`config.mk`:
```
export PLATFORM = sky130hd
export DESIGN_NAME = servo_instruction_packet_framer
export DESIGN_NICKNAME = d
export VERILOG_FILES = /design/src/sif_pkg.sv /design/src/sif_sequencer.sv /design/src/sif_datapath.sv /design/src/servo_instruction_packet_framer.sv
export SDC_FILE = /design/constraint.sdc
export NUM_CORES = 1
export LEC_CHECK = 0
export BUFFER_PORTS_ARGS = -buffer_cell sky130_fd_sc_hd__buf_2
export CAP_MARGIN = 20
export CORE_MARGIN = 1
export CORE_UTILIZATION = 25
export DETAILED_ROUTE_END_ITERATION = 10
export GPL_TIMING_DRIVEN = 0
export MAX_ROUTING_LAYER = met4
export SLEW_MARGIN = 15
export SYNTH_ARGS = -nofsm -noshare
export SYNTH_HDL_FRONTEND = slang
export SYNTH_SLANG_ARGS = --single-unit
```
`constraint.sdc`:
```
create_clock -name i_clk -period 5.6 [get_ports i_clk]
set_clock_uncertainty 0.1 [all_clocks]
set_input_delay 1.12 -clock i_clk [delete_from_list [all_inputs] [get_ports i_clk]]
set_output_delay 1.12 -clock i_clk [all_outputs]
set_load 0.005 [all_outputs]
```
`src/sif_pkg.sv`:
```
// Shared types, constants and the control store of the servo instruction framer.
// Depends on nothing; every other file imports it.
package sif_pkg;

    // Protocol constants
    localparam logic [7:0] HDR_BYTE  = 8'hFF;
    localparam logic [7:0] INS_PING  = 8'h01;
    localparam logic [7:0] INS_READ  = 8'h02;
    localparam logic [7:0] INS_WRITE = 8'h03;
    localparam logic [7:0] ID_RESET  = 8'd1;

    // Request kinds
    localparam logic [1:0] OP_PING  = 2'd0;
    localparam logic [1:0] OP_READ  = 2'd1;
    localparam logic [1:0] OP_WRITE = 2'd2;

    // Write data clamp: the smaller of MAX_DATA and the four data fields
    localparam int unsigned MAX_DATA    = 4;
    localparam int unsigned DATA_FIELDS = 4;
    localparam int unsigned DATA_LIMIT  = (MAX_DATA < DATA_FIELDS) ? MAX_DATA : DATA_FIELDS;
    localparam int unsigned PARAM_SLOTS = DATA_FIELDS + 1;
    localparam int unsigned PW          = $clog2(PARAM_SLOTS + 1);

    typedef struct packed {
        logic [1:0] op;
        logic [7:0] reg_address;
        logic [7:0] byte_count;
        logic [7:0] data_byte0;
        logic [7:0] data_byte1;
        logic [7:0] data_byte2;
        logic [7:0] data_byte3;
    } t_req;

    typedef struct packed {
        logic [7:0] tx_byte;
        logic       last_byte;
    } t_rsp;

    // Byte source of one step
    typedef enum logic [2:0] {
        SEL_HDR,
        SEL_ID,
        SEL_LEN,
        SEL_INS,
        SEL_PARAM,
        SEL_CHK
    } t_sel;

    // Jump condition of one step
    typedef enum logic [1:0] {
        COND_NONE,
        COND_NO_PARAM,
        COND_MORE
    } t_cond;

    typedef logic [2:0] t_step;

    localparam t_step STEP_INS   = 3'd4;
    localparam t_step STEP_PARAM = 3'd5;
    localparam t_step STEP_CHK   = 3'd6;

    typedef struct packed {
        t_sel  sel;
        logic  sum;
        logic  last;
        t_cond cond;
        t_step target;
    } t_ucode;

    // Sequencer to datapath
    typedef struct packed {
        logic  advance;
        t_sel  sel;
        logic  sum;
        logic  last;
    } t_ctrl;

    // Datapath to sequencer
    typedef struct packed {
        logic no_param;
        logic more;
    } t_stat;

    // Control store: one word per step; the parameter step repeats for each parameter byte
    function automatic t_ucode sif_ucode(input t_step step);
        t_ucode w;
        w = '{sel: SEL_CHK, sum: 1'b0, last: 1'b1, cond: COND_NONE, target: STEP_CHK};
        unique case (step)
            3'd0: w = '{sel: SEL_HDR,   sum: 1'b0, last: 1'b0, cond: COND_NONE,
                        target: 3'd0};
            3'd1: w = '{sel: SEL_HDR,   sum: 1'b0, last: 1'b0, cond: COND_NONE,
                        target: 3'd0};
            3'd2: w = '{sel: SEL_ID,    sum: 1'b1, last: 1'b0, cond: COND_NONE,
                        target: 3'd0};
            3'd3: w = '{sel: SEL_LEN,   sum: 1'b1, last: 1'b0, cond: COND_NONE,
                        target: 3'd0};
            3'd4: w = '{sel: SEL_INS,   sum: 1'b1, last: 1'b0, cond: COND_NO_PARAM,
                        target: STEP_CHK};
            3'd5: w = '{sel: SEL_PARAM, sum: 1'b1, last: 1'b0, cond: COND_MORE,
                        target: STEP_PARAM};
            default: w = '{sel: SEL_CHK, sum: 1'b0, last: 1'b1, cond: COND_NONE,
                           target: STEP_CHK};
        endcase
        return w;
    endfunction

endpackage

```
`src/sif_sequencer.sv`:
```
// Step counter and control store lookup with conditional jumps.
// Depends on sif_pkg.
module sif_sequencer
    import sif_pkg::*;
(
    input  logic  i_clk,
    input  logic  i_rst_n,
    input  logic  i_start,
    input  logic  i_out_free,
    input  t_stat i_stat,
    output logic  o_busy,
    output t_ctrl o_ctrl
);

    logic   r_busy, n_busy;
    t_step  r_step, n_step;
    t_ucode w;
    logic   advance;
    logic   taken;

    always_comb begin
        w       = sif_ucode(r_step);
        advance = r_busy && i_out_free;
        taken   = ((w.cond == COND_NO_PARAM) && i_stat.no_param) ||
                  ((w.cond == COND_MORE) && i_stat.more);
        n_busy  = r_busy;
        n_step  = r_step;
        if (i_start) begin
            n_busy = 1'b1;
            n_step = '0;
        end else if (advance) begin
            if (w.last) begin
                n_busy = 1'b0;
            end else if (taken) begin
                n_step = w.target;
            end else begin
                n_step = r_step + 3'd1;
            end
        end
    end

    always_ff @(posedge i_clk) begin
        if (!i_rst_n) begin
            r_busy <= 1'b0;
            r_step <= '0;
        end else begin
            r_busy <= n_busy;
            r_step <= n_step;
        end
    end

    assign o_busy = r_busy;
    assign o_ctrl = '{advance: advance, sel: w.sel, sum: w.sum, last: w.last};

`ifndef NO_ASSERTIONS
    a_step_range: assert property (@(posedge i_clk) disable iff (!i_rst_n)
        r_busy |-> (r_step <= STEP_CHK))
        else $error("step counter out of program range");

    a_last_ends: assert property (@(posedge i_clk) disable iff (!i_rst_n)
        (advance && w.last) |=> !r_busy)
        else $error("sequencer still busy after checksum byte");

    a_no_restart: assert property (@(posedge i_clk) disable iff (!i_rst_n)
        r_busy |-> !i_start)
        else $error("packet started while another is in flight");
`endif

endmodule

```
`src/sif_datapath.sv`:
```
// Servo ID register, request latch, parameter list, byte selection and running checksum.
// Depends on sif_pkg.
module sif_datapath
    import sif_pkg::*;
(
    input  logic       i_clk,
    input  logic       i_rst_n,
    input  logic       i_cfg_we,
    input  logic [7:0] i_cfg_data,
    input  logic       i_load,
    input  t_req       i_req,
    input  t_ctrl      i_ctrl,
    output t_stat      o_stat,
    output t_rsp       o_rsp
);

    logic [7:0]    r_id;
    logic [7:0]    r_ins;
    logic [PW-1:0] r_np;
    logic [PW-1:0] r_idx;
    logic [7:0]    r_sum;
    logic [7:0]    r_param [PARAM_SLOTS];
    logic [PW-1:0] n_np;
    logic [7:0]    n_ins;
    logic [PW-1:0] wr_cnt;
    logic [7:0]    byte_sel;

    // Clamp the write count and build the parameter count
    always_comb begin
        wr_cnt = (i_req.byte_count > 8'(DATA_LIMIT)) ? PW'(DATA_LIMIT)
                                                     : i_req.byte_count[PW-1:0];
        unique case (i_req.op)
            OP_PING: begin
                n_np  = '0;
                n_ins = INS_PING;
            end
            OP_READ: begin
                n_np  = PW'(2);
                n_ins = INS_READ;
            end
            default: begin
                n_np  = wr_cnt + PW'(1);
                n_ins = INS_WRITE;
            end
        endcase
    end

    always_ff @(posedge i_clk) begin
        if (!i_rst_n) begin
            r_id <= ID_RESET;
        end else if (i_cfg_we) begin
            r_id <= i_cfg_data;
        end
    end

    always_ff @(posedge i_clk) begin
        if (i_load) begin
            r_np       <= n_np;
            r_ins      <= n_ins;
            r_idx      <= '0;
            r_sum      <= '0;
            r_param[0] <= i_req.reg_address;
            r_param[1] <= (i_req.op == OP_READ) ? i_req.byte_count : i_req.data_byte0;
            r_param[2] <= i_req.data_byte1;
            r_param[3] <= i_req.data_byte2;
            r_param[4] <= i_req.data_byte3;
        end else if (i_ctrl.advance) begin
            if (i_ctrl.sum) begin
                r_sum <= r_sum + byte_sel;
            end
            if (i_ctrl.sel == SEL_PARAM) begin
                r_idx <= r_idx + PW'(1);
            end
        end
    end

    always_comb begin
        unique case (i_ctrl.sel)
            SEL_HDR:   byte_sel = HDR_BYTE;
            SEL_ID:    byte_sel = r_id;
            SEL_LEN:   byte_sel = 8'(r_np) + 8'd2;
            SEL_INS:   byte_sel = r_ins;
            SEL_PARAM: byte_sel = r_param[r_idx];
            default:   byte_sel = ~r_sum;
        endcase
    end

    assign o_stat = '{no_param: (r_np == '0), more: (r_idx != (r_np - PW'(1)))};
    assign o_rsp  = '{tx_byte: byte_sel, last_byte: i_ctrl.last};

`ifndef NO_ASSERTIONS
    a_param_index: assert property (@(posedge i_clk) disable iff (!i_rst_n)
        (i_ctrl.advance && (i_ctrl.sel == SEL_PARAM)) |-> (r_idx < r_np))
        else $error("parameter index beyond parameter count");
`endif

endmodule

```
`src/servo_instruction_packet_framer.sv`:
```
// Top level of the servo instruction packet framer: handshakes and output register.
// Depends on sif_pkg, sif_sequencer and sif_datapath.
//
// Usage:
//   Request channel (i_valid / o_ready, payload i_req): one item is a ping, read or
//   write request. o_ready is high whenever no packet is being framed. An item with
//   the unused op code is taken and dropped without output.
//   Byte channel (o_valid / i_ready, payload o_rsp): one item per packet byte in bus
//   order, last_byte set on the checksum byte.
//   Configuration: i_cfg_we writes i_cfg_data into the servo ID at once; write it
//   only while no packet is in flight.
// Timing:
//   A taken request's first header byte leaves via the step register, then the output
//   register. With no stall one byte leaves per cycle, so a packet of N bytes (6 for
//   ping, 8 for read, 7 to 11 for write) is framed in full before the next request is
//   taken; the bound is the single microcode step counter that emits one byte per step.
//   A stalled receiver holds the output register and freezes the step counter; the
//   next request is taken while the checksum byte still waits in the output register.
// Reset:
//   Synchronous, active low: the sequencer goes idle, the output register empties
//   and the servo ID returns to 1.
module servo_instruction_packet_framer
    import sif_pkg::*;
(
    input  logic       i_clk,
    input  logic       i_rst_n,
    input  logic       i_valid,
    output logic       o_ready,
    input  t_req       i_req,
    output logic       o_valid,
    input  logic       i_ready,
    output t_rsp       o_rsp,
    input  logic       i_cfg_we,
    input  logic [7:0] i_cfg_data
);

    logic  busy;
    logic  accept;
    logic  start;
    logic  out_free;
    t_ctrl ctrl;
    t_stat stat;
    t_rsp  rsp_next;
    logic  r_out_valid;
    t_rsp  r_out;

    // Take a request only while idle; unused op codes never start the program
    assign o_ready  = !busy;
    assign accept   = i_valid && o_ready;
    assign start    = accept && ((i_req.op == OP_PING) || (i_req.op == OP_READ) ||
                                 (i_req.op == OP_WRITE));
    // The sequencer may advance when the output register is empty or draining
    assign out_free = !r_out_valid || i_ready;

    sif_sequencer u_seq (
        .i_clk      (i_clk),
        .i_rst_n    (i_rst_n),
        .i_start    (start),
        .i_out_free (out_free),
        .i_stat     (stat),
        .o_busy     (busy),
        .o_ctrl     (ctrl)
    );

    sif_datapath u_dp (
        .i_clk      (i_clk),
        .i_rst_n    (i_rst_n),
        .i_cfg_we   (i_cfg_we),
        .i_cfg_data (i_cfg_data),
        .i_load     (accept),
        .i_req      (i_req),
        .i_ctrl     (ctrl),
        .o_stat     (stat),
        .o_rsp      (rsp_next)
    );

    // Output register: load on every step, hold while the receiver stalls
    always_ff @(posedge i_clk) begin
        if (!i_rst_n) begin
            r_out_valid <= 1'b0;
        end else if (ctrl.advance) begin
            r_out_valid <= 1'b1;
        end else if (i_ready) begin
            r_out_valid <= 1'b0;
        end
    end

    always_ff @(posedge i_clk) begin
        if (ctrl.advance) begin
            r_out <= rsp_next;
        end
    end

    assign o_valid = r_out_valid;
    assign o_rsp   = r_out;

`ifndef NO_ASSERTIONS
    a_step_fills: assert property (@(posedge i_clk) disable iff (!i_rst_n)
        ctrl.advance |=> r_out_valid)
        else $error("emitted byte lost from output register");

    a_last_idle: assert property (@(posedge i_clk) disable iff (!i_rst_n)
        (ctrl.advance && ctrl.last) |=> o_ready)
        else $error("not ready for a new item after checksum byte");
`endif

endmodule

```
==> impl_summary.md <==
Pwr
The total power density per cell area is slightly below 300 mW/mm^2. The leakage power total is roughly 1.9 nW. VDD sags by at most 0.1440 mV. The total power after layout is 1.406 mW.

Min path
The worst hold path belongs to the class flop to flop. The worst min-delay path startpoint is u_dp.r_sum[7]$_SDFFE_PP0P_. The number of cells on the worst hold path is 2. The worst hold path terminates at u_dp.r_sum[7]$_SDFFE_PP0P_.

Final layout
In the final layout, the share of cells above drive strength 1 is 0.2883. The net count of the finished layout is 468. The final design utilization is 0.3142.

The filler cell count is 1516. From synthesis to final layout, the design area changed by 22.57%. The finished layout holds slightly below 600 standard cells, fillers aside.

The repair_antennas step left the layout with diodes totalling 0.

Placed design
Buffers placed on the I/O ports in this run total 72. The number of placed instances, taps included, is 564. The setup slack after placement is 1.443 ns.

The placed wire-length estimate after detailed placement is 6271 um. The congestion estimate from routability-driven global placement came to 0.7643.

STA
Static timing analysis puts the maximum clock frequency at ~0.24 GHz. The total negative slack is 0 ns. The max-slew violation count is 0. The final worst setup slack is approximately 1.4 ns. The final-report hold violation count is 0. Setup repair after global routing left no endpoint under its margin.

Subtracting the final worst setup slack from the clock period gives 4.249 ns. For the pin with the worst max-slew slack, the measured transition is approximately 0.78 ns. The share of the clock period used by the worst path after layout is 0.7587. Setup violations remaining at the end of the flow were counted as 0. The relative slew slack is 0.4791.

Clock network
The root buffer cell chosen for the clock tree is sky130_fd_sc_hd__clkbuf_16. Gates resized during post-CTS repair numbered 0. The TritonCTS sink count is 81. The TritonCTS clock tree is done. The clock slew seen by the registers of the worst setup and hold paths is 0.06 ns. In this run the number of H-tree levels came out at 3. The number of buffers added for setup after CTS is 0.

The clock reaches the later pin of the worst-skew pair after 0.34 ns. The largest buffer count on any clock path is 2. TritonCTS created 9 clock buffers. For this design, the CTS-stage hold fixing added 0 buffers.

Global route
The global-route usage over all layers is 0.1151. The initial antenna violation count was 0. The number of global-route vias before repair was 2680. The final global-route overflow total is 0.

The global-route wire length before repair is between 10000 and 15000 um. The pin count of the biggest net entering global routing is 55.

Drt
Using the TritonRoute via totals, the vias-per-cell ratio works out to around 4.6. In the routed design, unresolved DRC markers number 0. For this run, the detailed router's first-pass iteration total came to 4. After detailed routing, the average wire length per cell comes to 14.43 um. The number of design-rule violations left by the first detailed-router iteration is 110. Summing over every cut layer, the via total after detailed routing is ~2.6k.

In this run the remaining antenna-violating nets after routing total 0. For this block, the routed nets add up to 8372 um of wire.

Run status
The flow ran to the end, and the final reports show no timing, DRC or antenna violations.

Floorplan
In this run the standard cell core region covers 0.01520 mm^2. The floorplan die height is 126.9 um. The floorplan step defined a die boundary enclosing about 0.016 mm^2. The floorplan has between 40 and 50 rows. 74 I/O pins were placed. The horizontal extent of the die is approximately 130 um. The initial core utilization is 0.2564.

Yosys
A synthesized cell averages 12.82 um^2. The cell count after synthesis came out at 304. In the synthesized netlist the dominant register cell turns out to be sky130_fd_sc_hd__edfxtp_1. Of the synthesized area, sequential elements account for 0.5547. Synthesis inferred slightly above 80 register bits.

Yosys mapped a number of flops with a built-in enable equal to 54. In the synthesized netlist, the cells that appear most often are sky130_fd_sc_hd__edfxtp_1, sky130_fd_sc_hd__nand2_1, sky130_fd_sc_hd__dfxtp_1. The most repeated cell in the gate-level netlist after synthesis is sky130_fd_sc_hd__edfxtp_1.

The fraction of registers with async set/reset is 0. Ranked by total cell area, the synthesized netlist is headed by sky130_fd_sc_hd__edfxtp_1, sky130_fd_sc_hd__dfxtp_1, sky130_fd_sc_hd__ha_1, sky130_fd_sc_hd__mux4_1, sky130_fd_sc_hd__mux2i_1. The biggest area contributor in the post-synthesis netlist is sky130_fd_sc_hd__edfxtp_1. In this run the cell area of the synthesized design comes to 0.003897 mm^2. The top cell type's share of synthesized area is 0.4161. The number of different library cells used by synthesis comes to 56. During synthesis, Yosys emitted a total of 0 warnings. The synthesized net count is roughly 390.

Critical path
The worst register-to-register path begins at u_seq.r_step[2]$_SDFFE_PP0P_. Measured in cells, the most critical reg-to-reg path has a length of 15. Together, buffers and inverters on the worst path number 1. Grouping stages by cell kind, the critical path spends the most delay in compound AO/OA/AOI/OAI gates.

STA classifies the critical path endpoint as a flop. The type of the worst setup path is flop to flop. The worst setup slack for register-to-register paths is 1.35 ns. In this run the critical register-to-register path is captured at u_dp.r_sum[6]$_SDFFE_PP0P_.

The most numerous cell type found on the critical path is sky130_fd_sc_hd__a21oi_1. The slowest stage of the critical path is the sky130_fd_sc_hd__dfxtp_1 cell. At the worst endpoint, the arrival time is 4.34 ns.

The signal on the critical path passes through inv_1 -> ha_1 -> or3_1 -> and3_1 -> a211o_1 -> a21oi_1 -> a21oi_1 -> ha_1 -> fa_1 -> a21o_1 -> a21oi_1 -> o21bai_1 -> a21oi_1 -> nor2_1 -> a2111oi_0. The largest fanout of any net on the critical path is 8. The worst setup path is launched from a flop. At the worst endpoint, the required time is 5.70 ns. The biggest cell delay along the critical path is 0.46 ns.

Job
The count of maximum capacitance violations is 0.
==> per-layer routing <==
layer / GRT usage / up-vias / part of all wire
met5: - / - / 0
met4: 0.03291 / 0 / 0.0055
met3: 0.03880 / 4 / 0.053
met2: 0.1826 / 88 / 0.46
met1: 0.1389 / 1250 / 0.48
li1: - / 1300 / -
==> cell type report <==
class	instances	area, um^2	area share
buffer	9	68.82	0.01441
clock buffer	9	225.2	0.04715
clock inverter	7	52.55	0.01100
inverter	11	46.29	0.009691
multi-input combinational	203	1627	0.3405
sequential	81	2162	0.4526
tap	188	235.2	0.04924
timing repair buffer	72	360.3	0.07543
==> metrics by stage <==
step                hold WS (ns)  instance area (um^2)
floorplan                 0.3354                  3897
detailed placement        0.3518                  4499
CTS                       0.3608                  4777
finish                    0.3583                  4777
global placement          0.3522                  4493
global route              0.3897                  4777
==> cell families after synthesis <==
| family | after synthesis | synth area share |
|---|---|---|
| AO/OA/AOI/OAI | 56 | 0.1037 |
| XOR/XNOR | 12 | 0.02697 |
| adder cells (fa/ha/maj) | 18 | 0.05971 |
| buffers and inverters | 20 | 0.02857 |
| flip-flops | 81 | 0.5547 |
| multiplexers | 32 | 0.1185 |
| AND/OR/NAND/NOR | 85 | 0.1079 |
==> state kept, by name, summed over array words and instances (netlist names), named ones only <==
signal	flops
u_dp.r_param	40
o_rsp	9
u_dp.r_id	8
u_dp.r_sum	8
u_dp.r_idx	3
u_dp.r_np	3
u_seq.r_step	3
u_dp.r_ins	2
o_valid	1
u_seq.o_busy	1
==> worst reg2reg max path: stages (launching register included) <==
cell and delay (ns):
sky130_fd_sc_hd__dfxtp_1 0.46, sky130_fd_sc_hd__inv_1 0.19, sky130_fd_sc_hd__ha_1 0.28, sky130_fd_sc_hd__or3_1 0.44
sky130_fd_sc_hd__and3_1 0.24, sky130_fd_sc_hd__a211o_1 0.29, sky130_fd_sc_hd__a21oi_1 0.15, sky130_fd_sc_hd__a21oi_1 0.09
sky130_fd_sc_hd__ha_1 0.25, sky130_fd_sc_hd__fa_1 0.42, sky130_fd_sc_hd__a21o_1 0.18, sky130_fd_sc_hd__a21oi_1 0.23
sky130_fd_sc_hd__o21bai_1 0.11, sky130_fd_sc_hd__a21oi_1 0.21, sky130_fd_sc_hd__nor2_1 0.07, sky130_fd_sc_hd__a2111oi_0 0.38
==> worst max-delay path by stage <==
stage / slack (ns) / from / to / cells after the start
floorplan: 1.97 / u_seq.r_step[0]$_SDFFE_PP0P_ / u_dp.r_sum[6]$_SDFFE_PP0P_ / 15
global placement: 1.32 / i_valid / u_dp.r_param[1][4]$_DFFE_PP_ / 3
detailed placement: 1.44 / u_seq.r_step[2]$_SDFFE_PP0P_ / u_dp.r_sum[6]$_SDFFE_PP0P_ / 15
CTS: 1.38 / u_seq.r_step[0]$_SDFFE_PP0P_ / u_dp.r_sum[6]$_SDFFE_PP0P_ / 15
global route: 1.07 / u_seq.r_step[2]$_SDFFE_PP0P_ / u_dp.r_sum[6]$_SDFFE_PP0P_ / 15
finish: 1.35 / u_seq.r_step[2]$_SDFFE_PP0P_ / u_dp.r_sum[6]$_SDFFE_PP0P_ / 15
==> report_power, final <==
group | internal, mW | total [mW] | leakage [nW] | switching [mW]
clock network | 0.303 | 0.546 | 0.136 | 0.243
registers | 0.680 | 0.695 | 0.723 | 0.0148
logic | 0.0745 | 0.165 | 0.994 | 0.0904
total | 1.06 | 1.41 | 1.85 | 0.348
==> cells in the final DEF, fill, tap and decap left out, types with 2 or more instances in the layout <==
master / n
sky130_fd_sc_hd__a211o_1: 3
sky130_fd_sc_hd__a211oi_1: 3
sky130_fd_sc_hd__a21boi_0: 2
sky130_fd_sc_hd__a21o_1: 3
sky130_fd_sc_hd__a21oi_1: 22
sky130_fd_sc_hd__a221o_1: 2
sky130_fd_sc_hd__a221oi_1: 3
sky130_fd_sc_hd__and2_1: 3
sky130_fd_sc_hd__buf_2: 72
sky130_fd_sc_hd__clkbuf_1: 4
sky130_fd_sc_hd__clkbuf_16: 9
sky130_fd_sc_hd__clkbuf_8: 2
sky130_fd_sc_hd__clkinv_2: 2
sky130_fd_sc_hd__clkinv_4: 2
sky130_fd_sc_hd__dfxtp_1: 27
sky130_fd_sc_hd__edfxtp_1: 54
sky130_fd_sc_hd__ha_1: 17
sky130_fd_sc_hd__inv_1: 10
sky130_fd_sc_hd__inv_6: 3
sky130_fd_sc_hd__mux2_2: 8
sky130_fd_sc_hd__mux2i_1: 15
sky130_fd_sc_hd__mux4_1: 7
sky130_fd_sc_hd__nand2_1: 35
sky130_fd_sc_hd__nand2b_1: 2
sky130_fd_sc_hd__nand3_1: 4
sky130_fd_sc_hd__nor2_1: 15
sky130_fd_sc_hd__nor2_2: 2
sky130_fd_sc_hd__nor2b_1: 13
sky130_fd_sc_hd__o21a_1: 2
sky130_fd_sc_hd__o21ai_0: 4
sky130_fd_sc_hd__xnor2_1: 8
sky130_fd_sc_hd__xor2_1: 4
Power figures use the tool's default switching activity.
